[src/mmwc_pkg.sv]
// ----------------------------------------------------------------------------
// mmwc_pkg
// Shared types and constants for the median moisture watering controller.
// ----------------------------------------------------------------------------
package mmwc_pkg;

  localparam int MOIST_W = 10;
  localparam int TIME_W  = 32;
  localparam int BIT_W   = 4;
  localparam int IN_W    = 48;
  localparam int OUT_W   = 16;
  localparam int CFG_IW  = 3;

  // Input word layout.
  localparam int IN_NOW_LSB    = 0;
  localparam int IN_SAMPLE_LSB = 32;
  localparam int IN_GRANT_BIT  = 42;

  // Output word layout.
  localparam int OUT_NEEDS_BIT  = 0;
  localparam int OUT_VALID_BIT  = 1;
  localparam int OUT_MEDIAN_LSB = 2;
  localparam int OUT_POWER_BIT  = 12;
  localparam int OUT_VALVE_BIT  = 13;

  typedef enum logic [CFG_IW-1:0] {
    CFG_UPPER_THRESHOLD = 3'd0,
    CFG_LOWER_THRESHOLD = 3'd1,
    CFG_READ_INTERVAL   = 3'd2,
    CFG_REWATER_WAIT    = 3'd3,
    CFG_WATER_DURATION  = 3'd4
  } cfg_idx_t;

  typedef enum logic [1:0] {
    ST_IDLE,
    ST_SEL,
    ST_DEC,
    ST_DONE
  } state_t;

  localparam logic [MOIST_W-1:0] UPPER_RST    = 10'd600;
  localparam logic [MOIST_W-1:0] LOWER_RST    = 10'd400;
  localparam logic [TIME_W-1:0]  INTERVAL_RST = 32'd60000;
  localparam logic [TIME_W-1:0]  REWAIT_RST   = 32'd300000;
  localparam logic [TIME_W-1:0]  DURATION_RST = 32'd10000;

endpackage

[src/median_moisture_watering_control.sv]
// ----------------------------------------------------------------------------
// median_moisture_watering_control
// Poll-driven watering controller: sample window, median, hysteresis rule.
// ----------------------------------------------------------------------------
// A poll that does not complete the window goes from ST_IDLE to ST_DONE, which
// registers its word and returns to ST_IDLE for the next poll.
// A poll that completes the window runs a bitwise radix select over the sample
// RAM in 10 sweeps (ST_SEL), then ST_DEC and ST_DONE; a discarded median skips
// ST_DEC. No new poll is taken until the word has been registered.
// rst_n is synchronous and active low; it loads the register reset values.
module median_moisture_watering_control #(
  parameter int WINDOW_SAMPLES = 16
) (
  input  logic                            clk,
  input  logic                            rst_n,
  // in_tdata: now_ms[31:0], moisture_sample[41:32], start_watering[42], zeros
  input  logic                            in_tvalid,
  output logic                            in_tready,
  input  logic [mmwc_pkg::IN_W-1:0]       in_tdata,
  // out_tdata: needs_water[0], median_valid[1], median_value[11:2],
  //            sensor_power[12], valve_open[13], zeros
  output logic                            out_tvalid,
  input  logic                            out_tready,
  output logic [mmwc_pkg::OUT_W-1:0]      out_tdata,
  input  logic                            cfg_valid,
  output logic                            cfg_ready,
  input  logic [mmwc_pkg::CFG_IW-1:0]     cfg_index,
  input  logic [mmwc_pkg::TIME_W-1:0]     cfg_data
);
  import mmwc_pkg::*;

  localparam int AW = (WINDOW_SAMPLES > 1) ? $clog2(WINDOW_SAMPLES) : 1;
  localparam int CW = $clog2(WINDOW_SAMPLES + 1);
  localparam logic [AW-1:0] LAST_FILL = AW'(WINDOW_SAMPLES - 1);
  localparam logic [CW-1:0] SWEEP_END = CW'(WINDOW_SAMPLES);
  localparam logic [CW-1:0] RANK      = CW'(WINDOW_SAMPLES / 2);
  localparam logic [BIT_W-1:0] TOP_BIT = BIT_W'(MOIST_W - 1);

  state_t state_r, state_nxt;

  logic [MOIST_W-1:0] upper_r, upper_nxt;
  logic [MOIST_W-1:0] lower_r, lower_nxt;
  logic [TIME_W-1:0]  interval_r, interval_nxt;
  logic [TIME_W-1:0]  rewait_r, rewait_nxt;
  logic [TIME_W-1:0]  duration_r, duration_nxt;

  logic [AW-1:0]      fill_r, fill_nxt;
  logic [MOIST_W-1:0] median_r, median_nxt;
  logic               trig_r, trig_nxt;
  logic               queued_r, queued_nxt;
  logic               valve_r, valve_nxt;
  logic               idle_r, idle_nxt;
  logic               first_r, first_nxt;
  logic [TIME_W-1:0]  pot_r, pot_nxt;
  logic [TIME_W-1:0]  wst_r, wst_nxt;

  logic [TIME_W-1:0]  diff_r, diff_nxt;
  logic [BIT_W-1:0]   bit_r, bit_nxt;
  logic [MOIST_W-1:0] prefix_r, prefix_nxt;
  logic [CW-1:0]      rank_r, rank_nxt;
  logic [CW-1:0]      sweep_r, sweep_nxt;
  logic [CW-1:0]      cnt_r, cnt_nxt;
  logic               needs_r, needs_nxt;
  logic               valid_r, valid_nxt;
  logic               out_tvalid_r, out_tvalid_nxt;
  logic [OUT_W-1:0]   out_tdata_r, out_tdata_nxt;

  logic               ram_we;
  logic               ram_re;
  logic [MOIST_W-1:0] ram_rdata;

  logic [TIME_W-1:0]  in_now;
  logic [MOIST_W-1:0] in_sample;
  logic               in_grant;

  assign in_now    = in_tdata[IN_NOW_LSB +: TIME_W];
  assign in_sample = in_tdata[IN_SAMPLE_LSB +: MOIST_W];
  assign in_grant  = in_tdata[IN_GRANT_BIT];

  assign in_tready  = (state_r == ST_IDLE);
  assign out_tvalid = out_tvalid_r;
  assign out_tdata  = out_tdata_r;
  assign cfg_ready  = 1'b1;
  assign ram_re     = (state_r == ST_SEL) && (sweep_r != SWEEP_END);

  mmwc_ram #(
    .WIDTH (MOIST_W),
    .DEPTH (WINDOW_SAMPLES)
  ) u_window (
    .clk   (clk),
    .we    (ram_we),
    .waddr (fill_r),
    .wdata (in_sample),
    .re    (ram_re),
    .raddr (sweep_r[AW-1:0]),
    .rdata (ram_rdata)
  );

  always_comb begin
    logic               idle_v;
    logic [MOIST_W-1:0] bit_mask;
    logic [MOIST_W-1:0] hi_mask;
    logic               match;
    logic [CW-1:0]      cnt_tot;
    logic [MOIST_W-1:0] prefix_v;

    state_nxt      = state_r;
    upper_nxt      = upper_r;
    lower_nxt      = lower_r;
    interval_nxt   = interval_r;
    rewait_nxt     = rewait_r;
    duration_nxt   = duration_r;
    fill_nxt       = fill_r;
    median_nxt     = median_r;
    trig_nxt       = trig_r;
    queued_nxt     = queued_r;
    valve_nxt      = valve_r;
    idle_nxt       = idle_r;
    first_nxt      = first_r;
    pot_nxt        = pot_r;
    wst_nxt        = wst_r;
    diff_nxt       = diff_r;
    bit_nxt        = bit_r;
    prefix_nxt     = prefix_r;
    rank_nxt       = rank_r;
    sweep_nxt      = sweep_r;
    cnt_nxt        = cnt_r;
    needs_nxt      = needs_r;
    valid_nxt      = valid_r;
    out_tvalid_nxt = out_tvalid_r && !out_tready;
    out_tdata_nxt  = out_tdata_r;
    ram_we         = 1'b0;

    idle_v   = idle_r;
    bit_mask = MOIST_W'(1) << bit_r;
    hi_mask  = ({MOIST_W{1'b1}} << bit_r) << 1;
    match    = (((ram_rdata ^ prefix_r) & hi_mask) == '0) && ((ram_rdata & bit_mask) == '0);
    cnt_tot  = cnt_r + CW'(match);
    prefix_v = prefix_r;

    if (cfg_valid) begin
      case (cfg_index)
        CFG_UPPER_THRESHOLD: upper_nxt    = cfg_data[MOIST_W-1:0];
        CFG_LOWER_THRESHOLD: lower_nxt    = cfg_data[MOIST_W-1:0];
        CFG_READ_INTERVAL:   interval_nxt = cfg_data;
        CFG_REWATER_WAIT:    rewait_nxt   = cfg_data;
        CFG_WATER_DURATION:  duration_nxt = cfg_data;
        default: ;
      endcase
    end

    case (state_r)
      ST_IDLE: begin
        if (in_tvalid) begin
          needs_nxt = 1'b0;
          valid_nxt = 1'b0;
          diff_nxt  = in_grant ? '0 : (in_now - wst_r);
          if (in_grant) begin
            valve_nxt  = 1'b1;
            queued_nxt = 1'b0;
            wst_nxt    = in_now;
          end
          if (idle_r && ((in_now - pot_r) > interval_r)) begin
            idle_v    = 1'b0;
            pot_nxt   = in_now;
            first_nxt = 1'b1;
          end
          idle_nxt  = idle_v;
          state_nxt = ST_DONE;
          if (!idle_v) begin
            ram_we = 1'b1;
            if (fill_r == LAST_FILL) begin
              fill_nxt   = '0;
              bit_nxt    = TOP_BIT;
              prefix_nxt = '0;
              rank_nxt   = RANK;
              sweep_nxt  = '0;
              cnt_nxt    = '0;
              state_nxt  = ST_SEL;
            end else begin
              fill_nxt = fill_r + AW'(1);
            end
          end
        end
      end

      // One sweep per median bit, from the top bit down: count the entries
      // that share the prefix found so far and have a zero in this bit.
      ST_SEL: begin
        sweep_nxt = sweep_r + CW'(1);
        if (sweep_r != '0) begin
          cnt_nxt = cnt_tot;
        end
        if (sweep_r == SWEEP_END) begin
          if (rank_r >= cnt_tot) begin
            prefix_v = prefix_r | bit_mask;
            rank_nxt = rank_r - cnt_tot;
          end
          prefix_nxt = prefix_v;
          sweep_nxt  = '0;
          cnt_nxt    = '0;
          if (bit_r == '0) begin
            median_nxt = prefix_v;
            if (first_r) begin
              first_nxt = 1'b0;
              state_nxt = ST_DONE;
            end else begin
              state_nxt = ST_DEC;
            end
          end else begin
            bit_nxt = bit_r - BIT_W'(1);
          end
        end
      end

      ST_DEC: begin
        valid_nxt = 1'b1;
        state_nxt = ST_DONE;
        if (valve_r) begin
          if (diff_r > duration_r) begin
            valve_nxt = 1'b0;
          end
        end else if (queued_r) begin
          // A request is already pending.
        end else if ((median_r < lower_r) && trig_r) begin
          trig_nxt = 1'b0;
          idle_nxt = 1'b1;
        end else if ((median_r > lower_r) && trig_r && (diff_r > rewait_r)) begin
          queued_nxt = 1'b1;
          needs_nxt  = 1'b1;
        end else if ((median_r > upper_r) && !trig_r) begin
          trig_nxt   = 1'b1;
          queued_nxt = 1'b1;
          needs_nxt  = 1'b1;
        end else if ((median_r < lower_r) && !trig_r) begin
          idle_nxt = 1'b1;
        end
      end

      ST_DONE: begin
        if (!out_tvalid_r || out_tready) begin
          out_tvalid_nxt = 1'b1;
          out_tdata_nxt  = {2'b00, valve_r, !idle_r, median_r, valid_r, needs_r};
          state_nxt      = ST_IDLE;
        end
      end

      default: state_nxt = ST_IDLE;
    endcase
  end

  always_ff @(posedge clk) begin
    if (!rst_n) begin
      state_r      <= ST_IDLE;
      upper_r      <= UPPER_RST;
      lower_r      <= LOWER_RST;
      interval_r   <= INTERVAL_RST;
      rewait_r     <= REWAIT_RST;
      duration_r   <= DURATION_RST;
      fill_r       <= '0;
      median_r     <= '0;
      trig_r       <= 1'b0;
      queued_r     <= 1'b0;
      valve_r      <= 1'b0;
      idle_r       <= 1'b0;
      first_r      <= 1'b1;
      pot_r        <= '0;
      wst_r        <= '0;
      out_tvalid_r <= 1'b0;
    end else begin
      state_r      <= state_nxt;
      upper_r      <= upper_nxt;
      lower_r      <= lower_nxt;
      interval_r   <= interval_nxt;
      rewait_r     <= rewait_nxt;
      duration_r   <= duration_nxt;
      fill_r       <= fill_nxt;
      median_r     <= median_nxt;
      trig_r       <= trig_nxt;
      queued_r     <= queued_nxt;
      valve_r      <= valve_nxt;
      idle_r       <= idle_nxt;
      first_r      <= first_nxt;
      pot_r        <= pot_nxt;
      wst_r        <= wst_nxt;
      out_tvalid_r <= out_tvalid_nxt;
    end
  end

  always_ff @(posedge clk) begin
    diff_r      <= diff_nxt;
    bit_r       <= bit_nxt;
    prefix_r    <= prefix_nxt;
    rank_r      <= rank_nxt;
    sweep_r     <= sweep_nxt;
    cnt_r       <= cnt_nxt;
    needs_r     <= needs_nxt;
    valid_r     <= valid_nxt;
    out_tdata_r <= out_tdata_nxt;
  end

endmodule

[src/mmwc_ram.sv]
// ----------------------------------------------------------------------------
// mmwc_ram
// Generic simple dual-port RAM: one write port, one read port, registered read.
// ----------------------------------------------------------------------------
module mmwc_ram #(
  parameter int WIDTH = 10,
  parameter int DEPTH = 16
) (
  input  logic                                    clk,
  input  logic                                    we,
  input  logic [(DEPTH > 1 ? $clog2(DEPTH) : 1)-1:0] waddr,
  input  logic [WIDTH-1:0]                        wdata,
  input  logic                                    re,
  input  logic [(DEPTH > 1 ? $clog2(DEPTH) : 1)-1:0] raddr,
  output logic [WIDTH-1:0]                        rdata
);

  logic [WIDTH-1:0] mem [DEPTH];

  always_ff @(posedge clk) begin
    if (we) begin
      mem[waddr] <= wdata;
    end
    if (re) begin
      rdata <= mem[raddr];
    end
  end

endmodule

[config.mk]
export PLATFORM = sky130hd
export DESIGN_NAME = median_moisture_watering_control
export DESIGN_NICKNAME = d
export VERILOG_FILES = /design/src/mmwc_pkg.sv /design/src/median_moisture_watering_control.sv /design/src/mmwc_ram.sv
export SDC_FILE = /design/constraint.sdc
export NUM_CORES = 1
export LEC_CHECK = 0
export BUFFER_PORTS_ARGS = -buffer_cell sky130_fd_sc_hd__buf_4
export CAP_MARGIN = 15
export CORE_UTILIZATION = 62
export DETAILED_ROUTE_END_ITERATION = 6
export PLACE_DENSITY = 0.86
export SETUP_SLACK_MARGIN = 0.05
export SLEW_MARGIN = 5
export SYNTH_ARGS = -nofsm -noshare
export SYNTH_HDL_FRONTEND = slang
export SYNTH_SLANG_ARGS = --single-unit
[constraint.sdc]
create_clock -name clk -period 9.2 [get_ports clk]
set_clock_uncertainty 0.1 [all_clocks]
set_input_delay 1.84 -clock clk [delete_from_list [all_inputs] [get_ports clk]]
set_output_delay 1.84 -clock clk [all_outputs]
set_load 0.005 [all_outputs]
==> Flow_metrics.wiki <==
{| class="wikitable"
! Metric !! Value
|-
| Worst-case headroom to the max-slew limit || 23.9%
|-
| Final clock period utilization by the worst path || between 80% and 90%
|-
| Clock transition at the registers of the reported paths || about 0.060 ns
|-
| Worst slack on hold paths || around 0.35 ns
|-
| Clock network power share || 32.1%
|-
| Chip height || slightly below 200 microns
|-
| Clock period minus worst slack || around 8.2 ns
|-
| Endpoint class of the critical path || flop
|-
| Leakage power summed over all cells || around 9.7 nW
|-
| Max-capacitance violation count || 0
|-
| Critical path data required time || roughly 9.3 ns
|-
| Average instance area after synthesis || a little over 10 sq um
|-
| Area of the die || between 30000 and 40000 sq um
|-
| Overall Power || 0.00574 W
|-
| Initial Utilization || between 60% and 70%
|-
| Kind of launch point of the worst setup path || input port
|-
| Post-DP HPWL || 40.6 mm
|-
| Worst vdd ir || approximately 0.00019 V
|-
| Number of enable flip-flop cells after synthesis || approximately 250
|-
| Count of H-tree levels built during CTS || 2
|-
| First-iteration detailed-routing DRC count || about 2200
|-
| Cell chosen for the clock root || sky130_fd_sc_hd__clkbuf_16
|-
| Largest net degree at the start of global routing || 90
|-
| Seq cells post-synth || roughly 450
|-
| Worst path bufs/invs || 4
|-
| Internal power component || 0.00397 W
|-
| Remaining design rule violation count || 0
|-
| Finish-stage setup viols || 0
|-
| Worst Setup Slack post-DPL || 0.721 ns
|-
| CP Data Arrival Time || a little over 8 ns
|-
| Mapped Area || 23200 sq um
|-
| Prevailing post-synth register cell || sky130_fd_sc_hd__edfxtp_1
|-
| Switching part of the total || between 30% and 40%
|-
| Total negative slack || 0 ns
|-
| Status || finished, final reports clean
|-
| Count of hold buffers inserted by post-cts repair || 0
|-
| Maximum clock insertion buffer count || 3
|-
| Net load switching power || roughly 0.0018 W
|-
| Total global routing overflow || 0
|-
| Final number of hold-violating endpoints || 0
|-
| Routed length per placed instance || around 21 microns
|-
| Logic pwr share || around a quarter
|-
| Most common library cell in the layout ignoring fill and taps || sky130_fd_sc_hd__nand2_1
|-
| Type of the setup path with the least slack || in -> reg
|-
| Total routing usage reported by global routing || about a third
|-
| Yosys warnings || 0
|-
| Via count of the first global-routing pass || approximately 17000
|-
| Setup repair after global routing missed its margin || false
|-
| Total of buffers placed on input and output ports || between 90 and 100
|-
| Via count normalized by instance count || roughly 6.4
|-
| Number of nets in the final layout || between 2000 and 3000
|-
| Reg area || between 10000 and 15000 sq um
|-
| Cell class contributing the biggest share of worst-path delay || compound AO/OA/AOI/OAI gates
|-
| Worst path slowest cell || sky130_fd_sc_hd__and2_1
|-
| Number of distinct library cells after synthesis || 80
|-
| Number of pins with negative max-slew slack in the final report || 0
|-
| Largest stage delay on the critical path || 0.73 ns
|-
| Global placer's final weighted congestion || about 0.95
|-
| Proportion of synthesized flip-flops having asynchronous set or reset || 0%
|-
| 1st-pass router iterations || 6
|-
| Cell area power density || approximately 220 nW/um^2
|-
| Post-CTS resize count || 0
|-
| Worst Slack Setup Final || approximately 1.0 ns
|-
| Global-route wire length before repair || about 95 mm
|-
| Die extent in x || roughly 200 microns
|-
| Maximum clock frequency || ~120 MHz
|-
| Crit-path cells || buf_4, inv_1, ha_1, inv_1, fa_1, a211oi_1, o21ai_0, and3b_1, o2111ai_2, a311oi_1, a221oi_1, o21ai_1, a21oi_1, xnor2_1, ha_1, nand4_1, nor4_1, nor2b_1, o31ai_1, a31oi_1, buf_4, and2_1, o21ai_0, a21oi_1
|-
| Synthesized netlist cell count || about 2200
|-
| Initial antenna violation count || 3
|-
| I/O pins || approximately 110
|-
| Total setup buffers inserted after CTS || 0
|-
| Part of the Yosys area used for sequential elements || between 40% and 50%
|-
| Insertion delay to the later sink of the worst-skew pair || roughly 0.6 ns
|-
| Antenna Nets Post-Route || 0
|-
| Overall routed net length || between 60 and 70 mm
|-
| Most frequent cells in the layout || 312 x sky130_fd_sc_hd__nand2_1, 247 x sky130_fd_sc_hd__edfxtp_1, 213 x sky130_fd_sc_hd__a21oi_1
|-
| Sequential group share of total power || 42.9%
|-
| CTS Sinks || 449
|-
| Core Region || between 30000 and 40000 sq um
|-
| Vias || around 18000
|-
| Max Fanout on Critical Path || 22
|-
| Cell Rows || 70
|-
| Type of the most critical hold path || reg -> reg
|-
| Fill cell instance count of the final layout || about 2400
|-
| Total area of multi-input combinational cells || around 11000 sq um
|-
| Share of layout cells above drive strength 1 || between 10% and 20%
|-
| Synth-to-layout area growth || 11.1%
|-
| Clock tree from TritonCTS || done
|-
| Slew at the pin with the worst max-slew slack || about 1.1 ns
|-
| Number of CTS-inserted buffers || 45
|}
[metal layers]
layer / part of all wire (%) / GRT usage (%)
met5: 0 / 0
met4: 4.2 / 13.3
met3: 9.7 / 5.75
met2: 46 / 50.7
met1: 40 / 43.3
[Yosys cell counts, types with 7 or more instances]
library cell,count,share of area [%]
sky130_fd_sc_hd__a211oi_1,19,0.62
sky130_fd_sc_hd__a21o_1,57,1.8
sky130_fd_sc_hd__a21oi_1,213,4.6
sky130_fd_sc_hd__a31oi_1,17,0.46
sky130_fd_sc_hd__and2_1,7,0.19
sky130_fd_sc_hd__and3_1,23,0.62
sky130_fd_sc_hd__and4_1,7,0.26
sky130_fd_sc_hd__buf_1,7,0.11
sky130_fd_sc_hd__buf_2,7,0.15
sky130_fd_sc_hd__clkbuf_1,74,1.2
sky130_fd_sc_hd__dfxtp_1,202,17
sky130_fd_sc_hd__edfxtp_1,247,32
sky130_fd_sc_hd__ha_1,200,11
sky130_fd_sc_hd__inv_1,211,3.4
sky130_fd_sc_hd__mux2i_1,33,1.4
sky130_fd_sc_hd__mux4_2,50,4.9
sky130_fd_sc_hd__nand2_1,313,5.1
sky130_fd_sc_hd__nand2b_1,17,0.46
sky130_fd_sc_hd__nand3_1,23,0.50
sky130_fd_sc_hd__nand4_1,28,0.76
sky130_fd_sc_hd__nor2_1,141,2.3
sky130_fd_sc_hd__nor2b_1,43,1.2
sky130_fd_sc_hd__nor3_1,14,0.30
sky130_fd_sc_hd__o211ai_1,36,1.2
sky130_fd_sc_hd__o21a_1,15,0.49
sky130_fd_sc_hd__o21ai_0,48,1.0
sky130_fd_sc_hd__o21bai_1,7,0.23
sky130_fd_sc_hd__o31ai_1,9,0.29
sky130_fd_sc_hd__xnor2_1,51,1.9
sky130_fd_sc_hd__xor2_1,24,0.91
[registers in the layout (all words and copies together), names as in the netlist, 2 cells and up]
name and flops:
interval_r 32, fill_r 4, upper_r 10, wst_r 32, u_window.rdata 10, cnt_r 5, median_r 10, state_r 2
sweep_r 5, lower_r 10, out_tdata 14, rewait_r 32, rank_r 5, duration_r 32, diff_r 32, bit_r 4
pot_r 32, prefix_r 10, u_window.mem 160
[path summary, 6_finish.rpt]
path	startpoint	end	slack [ns]	cells after the start
max reg2reg	pot_r[0]$_SDFFE_PN0P_	rank_r[1]$_SDFFCE_PN0P_	2.11	22
min reg2reg	wst_r[27]$_SDFFE_PN0P_	wst_r[27]$_SDFFE_PN0P_	0.35	2
min	wst_r[27]$_SDFFE_PN0P_	wst_r[27]$_SDFFE_PN0P_	0.35	2
max	in_tdata[0]	rank_r[1]$_SDFFCE_PN0P_	1.04	24
[metrics by stage]
stage / util [%] / cells / instance area (sq um)
6_report: 70.2 / 2807 / 25800
4_1_cts: 70.1 / 2801 / 25700
3_5_place_dp: 66.1 / 2720 / 24200
3_3_place_gp: 66.1 / 2720 / 24200
2_1_floorplan: - / 2233 / 23200
5_1_grt: 70.2 / 2806 / 25800
[power by group through the flow]
stage          Sequential [W]  Combinational, W  Clock (W)
6_report              0.00246           0.00143    0.00185
3_5_place_dp          0.00249           0.00136          0
2_1_floorplan         0.00243          0.000996          0
5_1_grt               0.00247           0.00156    0.00193
4_1_cts               0.00245           0.00140    0.00186
3_3_place_gp          0.00248           0.00127          0
[layout make-up]
| class | count | area share [%] |
|---|---|---|
| inverters | 211 | 3.08 |
| well taps | 468 | 2.27 |
| repair buffers | 113 | 3.35 |
| flip-flops and latches | 449 | 44.5 |
| clock inverters | 19 | 0.811 |
| multi-input cells | 1482 | 41.1 |
| clock buffers | 62 | 4.90 |
| diodes | 3 | 0.0291 |
[cells by family after synthesis]
| group | synth area share, % |
|---|---|
| mux | 6.39 |
| flops | 49.4 |
| fa+ha+maj | 11.1 |
| xor+xnor | 2.83 |
| compound gates | 12.8 |
| other cells | 0.0324 |
| buf+inv | 4.97 |
| simple gates | 12.5 |
[tightest hold or removal path, delay by kind of cell (launching register included)]
family	cells	cell delay [ns]
simple gates	1	0.05
flops	1	0.31
compound gates	1	0.05
Power figures use the tool's default switching activity.
